--- src/hdl/mmpc_ram.sv ---
// ----------------------------------------------------------------------------
// mmpc_ram
// Simple dual-port RAM: one write port, one read port with registered data.
// ----------------------------------------------------------------------------
`default_nettype none

module mmpc_ram #(
  parameter int WIDTH = 32,
  parameter int DEPTH = 64
) (
  input  wire logic                     clk,
  input  wire logic                     we,
  input  wire logic [$clog2(DEPTH)-1:0] waddr,
  input  wire logic [WIDTH-1:0]         wdata,
  input  wire logic [$clog2(DEPTH)-1:0] raddr,
  output logic      [WIDTH-1:0]         rdata
);

  logic [WIDTH-1:0] mem [DEPTH];

  always_ff @(posedge clk) begin
    if (we) begin
      mem[waddr] <= wdata;
    end
    rdata <= mem[raddr];
  end

endmodule

`default_nettype wire

--- config.mk ---
export PLATFORM = sky130hd
export DESIGN_NAME = mmpc_ram
export DESIGN_NICKNAME = d
export VERILOG_FILES = /design/src/hdl/mmpc_ram.sv
export SDC_FILE = /design/constraint.sdc
export NUM_CORES = 2
export LEC_CHECK = 0
export BUFFER_PORTS_ARGS = -buffer_cell sky130_fd_sc_hd__buf_2
export CAP_MARGIN = 20
export CORE_ASPECT_RATIO = 0.75
export CORE_MARGIN = 1.5
export CORE_UTILIZATION = 60
export DETAILED_ROUTE_END_ITERATION = 7
export GPL_TIMING_DRIVEN = 0
export PLACE_DENSITY = 0.76
export RECOVER_POWER = 25
export SLEW_MARGIN = 20
export SYNTH_ARGS = -nofsm -noshare
export SYNTH_HDL_FRONTEND = slang
export SYNTH_SLANG_ARGS = --single-unit
export TNS_END_PERCENT = 5
--- constraint.sdc ---
create_clock -name clk -period 4.8 [get_ports clk]
set_input_delay 0.24 -clock clk [delete_from_list [all_inputs] [get_ports clk]]
set_output_delay 0.24 -clock clk [all_outputs]
set_load 0.03 [all_outputs]
==> metrics <==
met2 WL=107 mm; Ys Warns=0; detailed placer's ending HPWL=150 mm; net total in the final layout=~3800; final setup fails=0; Seq cells post-synth=around 2100; area of the core=roughly 0.13 mm2; Post-Route Skew=approximately 0.044 ns; vias in the first global route=between 40000 and 50000; global-route wire length before repair=332 mm; Die ar.=approximately 0.13 mm2; most frequent cells in the layout=edfxtp_1, mux4_2, clkbuf_16; layout cells sized above 1=0.301; Clock Tree Root=clkbuf_16; Fill cells=roughly 7100; Core Rows=about 110; CP required=5.44 ns; clk buf depth=3; CTS tree=yes; Netlist cell types=34; Slew @ Worst Pin=between 3 and 4 ns; area of the mapped netlist=about 0.079 mm2; clock slew seen by the registers of the worst setup and hold paths=~0.07 ns; Top Metal Used=met5; final WL=247 mm; Crit Path Max Fanout=10; Cells after Synth=between 3000 and 4000; leak pwr=around 0.028 uW; Max H-tree Level=4; DR vias=42475; Crit Path Class=in2reg; leading cell type in the layout, fill and taps excluded=edfxtp_1; Hold WC Path Type=in2reg; failing checks=design-rule violations, max-capacitance violations, max-slew violations; Max Freq=~0.24 GHz; Final ANT Viol Nets=0; FF/Latch Area=0.0621 mm2; maximum vdd drop=about 0.35 mV; Layout area overhead=15.5%; CP endpoint kind=flip-flop; syn_nets=roughly 3400; status=finished with violations; gr usage total=0.377; DRC=30; final hold viol count=0; final setup margin=approximately 0.62 ns; post_cts resized=0; RSZ-0062 raised after global routing=no; # Max-Cap Violations=21; Worst-Skew Late Latency=0.85 ns; CP arrival=about 4.8 ns; Tmin final=4.18 ns; CTS Buf Count=about 180; PortBufs=69; CTS sink cnt=approximately 2100; starting DRC count in detailed routing=just over 9000; hold buffers post-CTS=4; CP startpoint kind=primary input; period utilisation layout=0.870; drt first pass iters=8; GR Overflow Total=0; placed cell areas=0.0845 mm2; Placer Congestion=approximately 1.0; routed len/inst=roughly 44 um; sequential fraction of the synthesis area=0.791; Die X=around 420 um; max-slew violations=1366; M1 WL=about 80 mm; routed wire length on met3=46.1 mm; largest net degree at the start of global routing=65; Setup WS pre-CTS=0.619 ns; DIE HEIGHT=roughly 320 um; num ports=78; number of post-CTS setup repair buffers=0; initial antenna violation count=between 40 and 50; Final Instance Area=approximately 0.091 mm2; multi-input logic area=about 0.016 mm2; pwr dens=416 mW/mm2; Vias/cell=around 7.5; Mapped Avg Cell Area=between 20 and 25 um2; initial core utilization=0.607; relative slew slack=-1.57
==> logic make-up after synthesis <==
kind of cell    share of synthesized area
compound gates                     0.0167
simple gates                       0.0127
mux                                 0.168
buf+inv                            0.0113
flops                               0.791
==> final timing paths <==
kind,end,slack (ns),cells after the start,from
worst min-delay path,rdata[2]$_DFF_P_,0.18,4,raddr[4]
worst max-delay path,rdata[13]$_DFF_P_,0.62,9,raddr[1]
worst min register to register,rdata[8]$_DFF_P_,0.98,4,mem[12][8]$_DFFE_PP_
worst max register to register,rdata[18]$_DFF_P_,1.64,4,mem[3][18]$_DFFE_PP_
==> metal layers <==
metal / vias up / global-route usage
met5: - / 0.00953
met2: 4788 / 0.532
met4: 34 / 0.185
met3: 1050 / 0.180
li1: 15069 / -
met1: 21534 / 0.497
==> where the power goes <==
part           total (uW)  internal (uW)  switching [uW]
Combinational        2350            699            1650
Sequential          20200          20100            45.2
Clock               15200           8470            6750
==> cell type report <==
class                   count  share of cell area
well taps                1740              0.0240
multi-input cells        1062               0.176
repair buffers            204              0.0369
flip-flops and latches   2080               0.685
clock buffers             228              0.0542
clock inverters           107              0.0127
plain buffers             182              0.0100
diodes                     23            0.000635
==> synth_stat cells <==
library cell,number,share of area
a22oi_1,12,0.0011
or3_1,3,0.00024
buf_6,5,0.00072
nand3_1,5,0.00032
and3_1,4,0.00032
nand2b_1,8,0.00064
nand4_1,2,0.00016
nand3b_1,5,0.00048
or2_2,1,0.000080
or3b_1,2,0.00022
nor2_1,137,0.0065
edfxtp_1,2048,0.78
nor3_1,7,0.00045
buf_2,57,0.0036
nor2b_1,15,0.0012
and2_1,2,0.00016
buf_1,21,0.0010
mux2i_1,93,0.012
nand2_1,26,0.0012
a31oi_1,1,0.000080
or2_0,1,0.000080
a41o_1,4,0.00051
clkbuf_1,74,0.0035
or2_1,1,0.000080
or3b_2,3,0.00033
a311oi_1,8,0.00089
a21oi_1,62,0.0040
buf_4,25,0.0024
mux4_2,544,0.16
nand4b_1,1,0.00011
o221ai_1,27,0.0030
o32ai_1,4,0.00045
dfxtp_1,32,0.0082
o22ai_1,84,0.0067
==> critical path, stage by stage <==
cell and delay (ns):
buf_2 0.36, buf_2 0.39, buf_2 0.38, buf_1 0.75, nand3b_1 0.65, o221ai_1 0.43
a21oi_1 0.23, a21oi_1 1.13, nor2_1 0.19
==> flip-flops by register name, summed over array words and instances, names as in the netlist <==
register  count
mem        2048
rdata        32
==> stage by stage <==
stage,instances,total power [uW],utilization,setup TNS [ns],hold WS (ns)
global placement,5133,22600,0.626,-191.29,0.674
detailed placement,5257,22700,0.653,0,0.674
CTS,5596,37500,0.700,0,0.00127
floorplan,3324,21600,-,0,0.339
global route,5614,38300,0.701,0,0.149
finish,5626,37700,0.701,0,0.181
No activity file was read; power rests on OpenSTA's default activity.
