File: config.mk
export PLATFORM = sky130hd
export DESIGN_NAME = mmpc_mac
export DESIGN_NICKNAME = d
export VERILOG_FILES = /design/src/hdl/mmpc_pkg.sv /design/src/hdl/mmpc_mac.sv
export SDC_FILE = /design/constraint.sdc
export NUM_CORES = 2
export LEC_CHECK = 0
export ABC_AREA = 1
export BUFFER_PORTS_ARGS = -buffer_cell sky130_fd_sc_hd__buf_2
export CAP_MARGIN = 20
export CORE_UTILIZATION = 35
export DETAILED_ROUTE_END_ITERATION = 8
export PLACE_DENSITY_LB_ADDON = 0.05
export RECOVER_POWER = 25
export SLEW_MARGIN = 5
export SYNTH_ARGS = -nofsm -noshare
export SYNTH_HDL_FRONTEND = slang
export SYNTH_SLANG_ARGS = --single-unit
File: constraint.sdc
create_clock -name clk -period 11.6 [get_ports clk]
set_input_delay 2.32 -clock clk [delete_from_list [all_inputs] [get_ports clk]]
set_output_delay 2.32 -clock clk [all_outputs]
set_load 0.03 [all_outputs]
File: src/hdl/mmpc_pkg.sv
// ----------------------------------------------------------------------------
// mmpc_pkg
// Shared widths, codes and control types for the matrix multiply engine.
// ----------------------------------------------------------------------------
`default_nettype none

package mmpc_pkg;

  // item field widths
  localparam int KIND_W   = 2;
  localparam int IDX_W    = 3;
  localparam int VAL_W    = 32;
  localparam int PIX_W    = 8;
  localparam int RES_W    = 48;
  localparam int SIZE_W   = 4;
  localparam int MODE_W   = 2;
  localparam int CH_SEL_W = 2;

  // configuration port
  localparam int CFG_IDX_W  = 2;
  localparam int CFG_DATA_W = 4;

  // accumulators: up to 15 terms of a 64-bit product, and of a byte times Q16.16
  localparam int PROD_W = 2 * VAL_W;
  localparam int ACC_W  = PROD_W + 4;
  localparam int CH_W   = 45;

  localparam int FRAC_W = 16;

  // item kinds
  localparam logic [KIND_W-1:0] KIND_LOAD_LEFT  = 2'd0;
  localparam logic [KIND_W-1:0] KIND_LOAD_RIGHT = 2'd1;
  localparam logic [KIND_W-1:0] KIND_COMPUTE    = 2'd2;

  // operand modes
  localparam logic [MODE_W-1:0] MODE_SCALAR    = 2'd0;
  localparam logic [MODE_W-1:0] MODE_LEFT_PIX  = 2'd1;
  localparam logic [MODE_W-1:0] MODE_RIGHT_PIX = 2'd2;
  localparam logic [MODE_W-1:0] MODE_RESERVED  = 2'd3;

  // register indexes
  localparam logic [CFG_IDX_W-1:0] REG_LEFT_ROWS    = 2'd0;
  localparam logic [CFG_IDX_W-1:0] REG_INNER_SIZE   = 2'd1;
  localparam logic [CFG_IDX_W-1:0] REG_RIGHT_COLS   = 2'd2;
  localparam logic [CFG_IDX_W-1:0] REG_OPERAND_MODE = 2'd3;

  // channel selects
  localparam logic [CH_SEL_W-1:0] CH_0 = 2'd0;
  localparam logic [CH_SEL_W-1:0] CH_1 = 2'd1;
  localparam logic [CH_SEL_W-1:0] CH_2 = 2'd2;

  localparam logic [SIZE_W-1:0] SIZE_RESET = 4'd8;

  localparam logic signed [RES_W-1:0] SAT_POS = 48'sh7FFF_FFFF_FFFF;
  localparam logic signed [RES_W-1:0] SAT_NEG = 48'sh8000_0000_0000;
  localparam logic [PIX_W-1:0]        PIX_MAX = 8'd255;

  // sequencer to multiply-accumulate unit
  typedef struct packed {
    logic                clear;
    logic                step;
    logic [CH_SEL_W-1:0] ch;
  } mac_ctl_t;

endpackage

`default_nettype wire

File: src/hdl/mmpc_mac.sv
// ----------------------------------------------------------------------------
// mmpc_mac
// Shared multiply-accumulate unit: picks the operands for one term, one
// registered 32x32 signed multiply, then adds into the selected accumulator.
// ----------------------------------------------------------------------------
`default_nettype none

module mmpc_mac (
  input  wire logic                                 clk,
  input  wire logic                                 rst,
  input  wire mmpc_pkg::mac_ctl_t                   ctl,
  input  wire logic [mmpc_pkg::MODE_W-1:0]          mode,
  input  wire logic [mmpc_pkg::VAL_W-1:0]           left_word,
  input  wire logic [mmpc_pkg::VAL_W-1:0]           right_word,
  output logic signed [mmpc_pkg::ACC_W-1:0]         acc0,
  output logic signed [mmpc_pkg::CH_W-1:0]          acc1,
  output logic signed [mmpc_pkg::CH_W-1:0]          acc2,
  output logic                                      busy
);
  import mmpc_pkg::*;

  logic [VAL_W-1:0]         pix_word;
  logic [PIX_W-1:0]         pix_byte;
  logic signed [VAL_W-1:0]  op_a;
  logic signed [VAL_W-1:0]  op_b;
  logic signed [PROD_W-1:0] prod;
  logic                     prod_v;
  logic [CH_SEL_W-1:0]      prod_ch;
  logic signed [ACC_W-1:0]  acc_sel;
  logic signed [ACC_W-1:0]  acc_sum;

  always_comb begin
    pix_word = (mode == MODE_RIGHT_PIX) ? right_word : left_word;
    case (ctl.ch)
      CH_0:    pix_byte = pix_word[7:0];
      CH_1:    pix_byte = pix_word[15:8];
      CH_2:    pix_byte = pix_word[23:16];
      default: pix_byte = '0;
    endcase
    case (mode)
      MODE_LEFT_PIX: begin
        op_a = signed'({{(VAL_W-PIX_W){1'b0}}, pix_byte});
        op_b = signed'(right_word);
      end
      MODE_RIGHT_PIX: begin
        op_a = signed'({{(VAL_W-PIX_W){1'b0}}, pix_byte});
        op_b = signed'(left_word);
      end
      default: begin
        op_a = signed'(left_word);
        op_b = signed'(right_word);
      end
    endcase
  end

  always_ff @(posedge clk) begin
    prod    <= op_a * op_b;
    prod_ch <= ctl.ch;
    if (rst) begin
      prod_v <= 1'b0;
    end else begin
      prod_v <= ctl.step;
    end
  end

  always_comb begin
    case (prod_ch)
      CH_1:    acc_sel = ACC_W'(acc1);
      CH_2:    acc_sel = ACC_W'(acc2);
      default: acc_sel = acc0;
    endcase
    acc_sum = acc_sel + ACC_W'(prod);
  end

  always_ff @(posedge clk) begin
    if (ctl.clear) begin
      acc0 <= '0;
      acc1 <= '0;
      acc2 <= '0;
    end else if (prod_v) begin
      case (prod_ch)
        CH_1:    acc1 <= CH_W'(acc_sum);
        CH_2:    acc2 <= CH_W'(acc_sum);
        default: acc0 <= acc_sum;
      endcase
    end
  end

  assign busy = prod_v;

endmodule

`default_nettype wire

==> summary.md <==
| Metric | Value |
|---|---|
| Per-cell routed wire length | 24.9 um |
| Synthesis Warnings | 0 |
| Post-CTS Setup Bufs | 0 |
| Hold Path Depth | 2 |
| Skew-Pair Late Insertion Delay | 0.61 ns |
| Crit-path slowest cell | o21ai_0 |
| WP data arrival | 11.48 ns |
| Largest net degree at the start of global routing | 77 |
| Max Fclk | 91.2 MHz |
| CTS resizes | 0 |
| Sink Count | 225 |
| # rows | 140 |
| Die W | 387 um |
| HP Class | reg2reg |
| Synth area leaders | fa_1 42%, inv_1 12%, nand2_1 11%, dfxtp_1 8.7%, nor2_1 6.8% |
| # DRC | 0 |
| Hold_buf cts | 0 |
| Vias in the first global route | 47506 |
| Period minus WS final | 10.97 ns |
| Core Region | 146000 um2 |
| Wirelength, routed | 227000 um |
| Seq/Total Area, Yosys | 8.70% |
| Initial Util | 35.4% |
| Final Hold Slack | 0.508 ns |
| R2r setup slk | 6.69 ns |
| RSZ-0062 raised after global routing | false |
| HPWL after DPL | 193000 um |
| I/O Pins | 231 |
| Slowest stage delay, CP | 0.76 ns |
| Critical path class | in2reg |
| CTS tree | yes |
| Register Area | 4500 um2 |
| Detailed-route via count | 45759 |
| Final Setup Violations | 0 |
| Max-Cap Viols | 1 |
| Post-synth top area share | 41.9% |
| Syn avg cell area | 7.49 um2 |
| Port buffer count | 230 |
| RR Startpoint | prod_ch[0] |
| Die area | 149000 um2 |
| Mapped Cells | 6915 |
| Top cell type by total area after synthesis | fa_1 |
| Cts bufs inserted | 28 |
| Commonest cells in the netlist | 1669 x inv_1, 1516 x nand2_1, 1083 x fa_1 |
| Dominant synthesized flop cell | dfxtp_1 |
| Antenna-violating nets left | 0 |
| Max Root-Sink Buffers | 3 |
| Critical path peak fanout | 35 |
| Gr ovfl total | 0 |
| RePlAce Congestion | 0.982 |
| CP required | 12.11 ns |
| Drt first pass iters | 6 |
| H-Tree Depth | 1 |
| Worst slew pin tran | 2.32 ns |
| Gr usage total | 30.6% |
| Setup ws final | 0.634 ns |
| Setup crit start kind | primary input |
| Post-route setup TNS | 0 ns |
| DRT iter0 DRCs | 3780 |
| Crit-path leading delay family | adder cells |
| Fin. Hold Viols | 0 |
| Period utilisation layout | 94.5% |
| Top cell by count, worst path | fa_1 |
| Post-route clock skew | 0.0488 ns |
| Number of fill cells | 15687 |
| Worst setup path startpoint | mode[0] |
| EDFF count, synth | 0 |
| Final Max Slew Viols | 49 |
| Levels on crit path | 31 |
| Clock-pin slew on the worst setup and hold paths | 0.06 ns |
| # nets final | 8590 |
| Share of cells above drive strength 1 | 7.46% |
| Worst slack, placed | 0.209 ns |
| Register bit total from synthesis | 225 |
| Critical R2R Capture | acc0[59] |
| Netlist Area Pre-Place | 51800 um2 |
| Worst path buffer plus inverter count | 9 |
| Multi-input gate area | 39900 um2 |
| Vias per cell | 5.02 |
| Post-synthesis cell type count | 47 |
| Die height | 387 um |
| Worst Setup End Kind | flip-flop |
| Share of flip-flops with an asynchronous set or reset | 0% |
| P&R area growth vs syn | 10.6% |
| Critical path endpoint | prod[43] |
| Max transition margin | -54.9% |
| Status | finished with violations |
| First-pass GRT wire length | 334000 um |
| Antenna violations before repair | 15 |
| Top-count cell post-synth | inv_1 |
| Failing checks | max-capacitance violations, max-slew violations |
| CTS Root Cell | clkbuf_16 |
| Net Count, Synth | 8324 |
| R2R depth | 21 |
==> stage by stage <==
step                      cell area [um2]  util [%]  cells
final                               57300      39.1   9122
after global routing                57300      39.1   9119
after CTS                           57300      39.2   9117
after detailed placement            56300      38.5   9066
after global placement              56300      38.5   9066
after floorplan                     51800         -   6915
==> kinds of logic (layout without fill, tap and decap cells) <==
family	Yosys count	in the layout	synth area share [%]
compound gates	541	541	6.24
xor+xnor	78	78	1.32
fa+ha+maj	1337	1337	48.0
buf+inv	1943	2230	14.4
flops	225	225	8.70
other cells	0	3	0
simple gates	2791	2791	21.4
==> cell usage in the layout (no fill, tap or decap), drive strengths merged, types with 4 or more instances in the layout <==
cell and count:
o21a 5, a21o 5, inv 1696, fa 1083
clkbuf 129, a221o 44, bufinv 4, or2 10
dfxtp 225, nand2 1533, xnor2 17, nor2 951
nor3 23, ha 254, nand3 216, nor4 8
o21bai 32, xor2 61, o211ai 43, clkinv 14
buf 387, o2111ai 8, o21ai 228, nand3b 4
a21oi 163, nand4 42, a31oi 7
==> worst min path at each step <==
stage                        from       to
final                     acc0[0]  acc0[0]
after global routing      acc2[0]  acc2[0]
after CTS                 acc0[0]  acc0[0]
after detailed placement  acc0[0]  acc0[0]
after global placement    acc2[0]  acc2[0]
after floorplan           prod[0]  acc1[0]
==> registers in the layout, indices dropped and copies added (netlist names) <==
| register | cells |
|---|---|
| acc2 | 45 |
| busy | 1 |
| acc1 | 45 |
| acc0 | 68 |
| prod_ch | 2 |
| prod | 64 |
==> tightest hold or removal path: stages (launching register included) <==
cell and delay [ns]:
dfxtp_1 0.32, nor2_1 0.10, nor2_1 0.05
==> per-layer routing <==
metal  vias up  global-route usage (%)  part of all wire (%)
met5         -                       0                 0.036
met4        10                    9.13                   3.4
met3       282                    4.05                   6.7
met2      1628                    48.9                    45
met1     23062                    42.9                    45
li1      20777                       -                     -
==> area by class of cell <==
type,count,share of cell area [%]
antenna,3,0.0131
clock buffer,40,1.42
clock inverter,11,0.332
inverter,1703,11.2
multi-input combinational,4747,69.7
sequential,225,7.87
tap,1917,4.19
timing repair buffer,476,5.29
Power is left out: the tool's default activity adds up to more than one toggle a clock period on the data nets, which glitch-free logic cannot reach.
